$ cat config.mk
export PLATFORM = sky130hd
export DESIGN_NAME = lrsd_ram
export DESIGN_NICKNAME = d
export VERILOG_FILES = /design/src/rtl/lsd_radix_sort_decimal_core_defines.svh /design/src/rtl/lrsd_ram.sv
export SDC_FILE = /design/constraint.sdc
export NUM_CORES = 2
export LEC_CHECK = 0
export ABC_AREA = 0
export BUFFER_PORTS_ARGS = -buffer_cell sky130_fd_sc_hd__buf_2
export CAP_MARGIN = 0
export CORE_MARGIN = 8
export CORE_UTILIZATION = 50
export CTS_CLUSTER_DIAMETER = 60
export DETAILED_ROUTE_END_ITERATION = 10
export HOLD_SLACK_MARGIN = 0.02
export MAX_ROUTING_LAYER = met4
export PLACE_DENSITY = 0.65
export SLEW_MARGIN = 30
export SYNTH_ARGS = -nofsm -noshare
export SYNTH_HDL_FRONTEND = slang
export SYNTH_SLANG_ARGS = --single-unit
$ cat constraint.sdc
create_clock -name clk -period 11.51 [get_ports clk]
set_input_delay 1.7265 -clock clk [delete_from_list [all_inputs] [get_ports clk]]
set_output_delay 1.7265 -clock clk [all_outputs]
set_load 0.01 [all_outputs]
$ cat src/rtl/lsd_radix_sort_decimal_core_defines.svh
// Assertion macros shared by the RTL.
`ifndef LSD_RADIX_SORT_DECIMAL_CORE_DEFINES_SVH
`define LSD_RADIX_SORT_DECIMAL_CORE_DEFINES_SVH

// Assert that ante implies cons in the same cycle.
`define LRSD_ASSERT_IMP(label, clk, rst_n, ante, cons, msg) \
  label: assert property (@(posedge clk) disable iff (!rst_n) (ante) |-> (cons)) \
    else $error(msg);

// Assert that ante implies cons in the next cycle.
`define LRSD_ASSERT_NEXT(label, clk, rst_n, ante, cons, msg) \
  label: assert property (@(posedge clk) disable iff (!rst_n) (ante) |=> (cons)) \
    else $error(msg);

`endif

$ cat src/rtl/lrsd_ram.sv
module lrsd_ram #(
  parameter int unsigned Width = 32,
  parameter int unsigned Depth = 64
) (
  input  logic                     clk,
  input  logic                     we,
  input  logic [$clog2(Depth)-1:0] waddr,
  input  logic [Width-1:0]         wdata,
  input  logic [$clog2(Depth)-1:0] raddr,
  output logic [Width-1:0]         rdata
);
  logic [Width-1:0] mem [Depth];

  always_ff @(posedge clk) begin
    if (we) begin
      mem[waddr] <= wdata;
    end
    rdata <= mem[raddr];
  end
endmodule

==> summary.txt <==
Worst setup path
  – Reg-to-reg startpoint: mem[27][17]
  – Critical Path RT: 12160 ps
  – Crit end category: flip-flop
  – CP max stage delay: 820 ps
  – Arrival time of the worst setup path: 5630 ps
  – Critical path class: in2reg
  – CP max stage cell: buf_4
  – Startpoint types: input pin
  – Crit-path max FO: slightly below 100
  – FF-to-FF End: rdata[17]
  – Flop2flop setup slack: 9360 ps
  – R2R cell count: 5
  – Crit-path cells: buf_8 > buf_12 > buf_4 > mux4_2 > mux2i_1 > nor2_1 > a311oi_1 > nor3_1

Clock tree
  – Number of buffers created by CTS: between 200 and 250
  – Sink Count: ~2100
  – Root Buffer: clkbuf_16
  – Worst-Skew Late Latency: 830 ps
  – Cts hold-fix bufs: 0
  – CTS tree: yes
  – Max Root-Sink Buffers: 3
  – H-tree depth: 4
  – Post CTS Setup Buffer Count: 0
  – Post-CTS Resized: 0
  – Reg clk slew, reported paths: roughly 60 ps

Drt
  – First-pass DRT Iterations: 7
  – DR vias/cell: between 6 and 7
  – ANT nets after route: 0
  – Via count: 36500
  – Routed WL per cell: roughly 33 um
  – DRC viols: 0
  – DRT Wirelength: 193000 um
  – DRT iter0 DRCs: 4897

Floorplan
  – Io pins: 78
  – Row cnt: between 100 and 150
  – Die H: 412 um
  – Die area: about 0.17 mm2
  – Die width: 412 um
  – Core box area: 0.156 mm2
  – Starting Density: 50.3%

Synthesis
  – Synth area leaders: edfxtp_1, mux4_2, mux2i_1, dfxtp_1, o22ai_1
  – Area share of the leading cell type in the synthesized netlist: between 70% and 80%
  – Post-synthesis sequential area ratio: 79.1%
  – Yosys warnings: 0
  – Post-synth ARST share: 0%
  – Distinct cells, synth: 34
  – Mapped Area: 0.0785 mm2
  – Post-synth top flop: edfxtp_1
  – Number of synthesized flops with an enable pin: slightly above 2000
  – Syn Inst Count: 3324
  – Post-synth top area cell: edfxtp_1
  – Register bit total from synthesis: 2080
  – Syn avg cell area: 23.6 um2
  – Net Count, Synth: about 3400

Min path
  – Hold depth: 4
  – Hold wc startpoint: mem[12][4]
  – Worst Hold Class: reg2reg
  – Worst hold endpoint: rdata[4]

Timing
  – Max_slew headroom: 32.2%
  – Clk_skew: 26.0 ps
  – Final period util: 43.2%
  – Setup TNS: 0 ps
  – Fmax: roughly 0.20 GHz
  – Worst Max-Slew Pin Slew: 1010 ps
  – RSZ-0062 raised after global routing: no
  – Endpoints failing setup: 0
  – Max-slew violation count: 0
  – Final Hold Fails: 0
  – Minimum clock period: 4970 ps

Power
  – Total power draw: 15.5 mW
  – Pleak: between 20 and 30 nW
  – Max VDD drop: ~0.00016 V
  – Pwr Density: 176 mW/mm2

GRT
  – GRT Resource Usage Total: roughly a quarter
  – First-pass GRT wire length: around 270000 um
  – Gr ovfl total: 0
  – Vias in the first global route: about 36000
  – Largest net degree at the start of global routing: 117
  – Initial antenna violation count: 13

Flow run
  – Max-cap violations: 0

Placed design
  – GP Congestion: 0.783
  – Dpl hpwl: 98900 um
  – Port-buffer cells: 77

Run status
  – Status: finished, final reports clean

Layout
  – Fillers: 11300
  – Layout Area Growth over Synthesis: 12.7%
  – Most frequent cells in the layout: edfxtp_1, mux4_2, clkbuf_16
  – Fin nets: about 3600
  – Layout cells sized above 1: 29.2%
  – Leading cell type in the layout, fill and taps excluded: edfxtp_1
## sequential cells by signal, summed over array words and instances, names as in the netlist
signal / cells
rdata: 32
mem: 2048
## cell families (layout without fill, tap and decap cells)
| group | Yosys count | count (layout) | share of synthesized area [%] |
|---|---|---|---|
| AOI/OAI and AO/OA | 202 | 202 | 1.67 |
| and+or+nand+nor | 223 | 223 | 1.27 |
| muxes | 637 | 637 | 16.8 |
| DFF | 2080 | 2080 | 79.1 |
| buffers and inverters | 182 | 556 | 1.13 |
| other | 0 | 10 | 0 |
## area by class of cell
type / instances / area [um2] / share of cell area (%)
repair buffers: 181 / 1370 / 1.54
clock buffers: 261 / 5430 / 6.14
flip-flops and latches: 2080 / 62100 / 70.2
clock inverters: 114 / 966 / 1.09
diodes: 10 / 25.0 / 0.0283
well taps: 2058 / 2570 / 2.91
multi-input cells: 1062 / 16000 / 18.1
## report_power, final
group	internal [mW]	switching (mW)	total (mW)
sequential	8.39	0.0309	8.42
combinational	0.274	0.450	0.724
clock	3.62	2.78	6.40
total	12.3	3.26	15.5
## stage by stage
stage | util (%) | cells | hold slack, ps | setup slack [ps] | instance area [um2]
3_5_place_dp | 52.6 | 5380 | 778 | 5450 | 82000
2_1_floorplan | - | 3324 | 663 | 6620 | 78500
4_1_cts | 56.7 | 5755 | 789 | 6310 | 88400
6_report | 56.7 | 5766 | 792 | 6540 | 88500
5_1_grt | 56.7 | 5761 | 814 | 6280 | 88500
3_3_place_gp | 52.5 | 5377 | 757 | 5450 | 81900
## critical path, delay by kind of cell
kind            cells  cell delay (ps)
compound gates      1              700
buf+inv             3             2030
mux                 2              730
simple gates        2              230
## synthesized netlist by cell type, types with 12 or more instances
cell,count
buf_2,57
dfxtp_1,32
clkbuf_1,74
a21oi_1,62
nand2_1,26
a22oi_1,12
mux4_2,544
mux2i_1,93
o22ai_1,84
edfxtp_1,2048
o221ai_1,27
nor2b_1,15
nor2_1,137
buf_1,21
buf_4,25
## metal layers
layer / track usage, % / wire length (um) / up-vias
met5: - / 0 / -
met4: 5.35 / 4250 / 0
met3: 4.36 / 17500 / 271
met2: 36.0 / 92700 / 1678
met1: 33.0 / 78300 / 19800
li1: - / - / 14700
## how the worst max path moves through the flow
stage               startpoint    endpoint  slack [ps]  depth (start not counted)
finish                raddr[0]   rdata[17]        6540                          8
global route          raddr[0]   rdata[17]        6280                          8
CTS                   raddr[0]   rdata[27]        6310                          7
detailed placement    raddr[0]   rdata[27]        5450                          7
global placement      raddr[0]   rdata[27]        5450                          7
floorplan             waddr[3]  mem[48][0]        6620                          4
(Power assumes the default switching activity.)
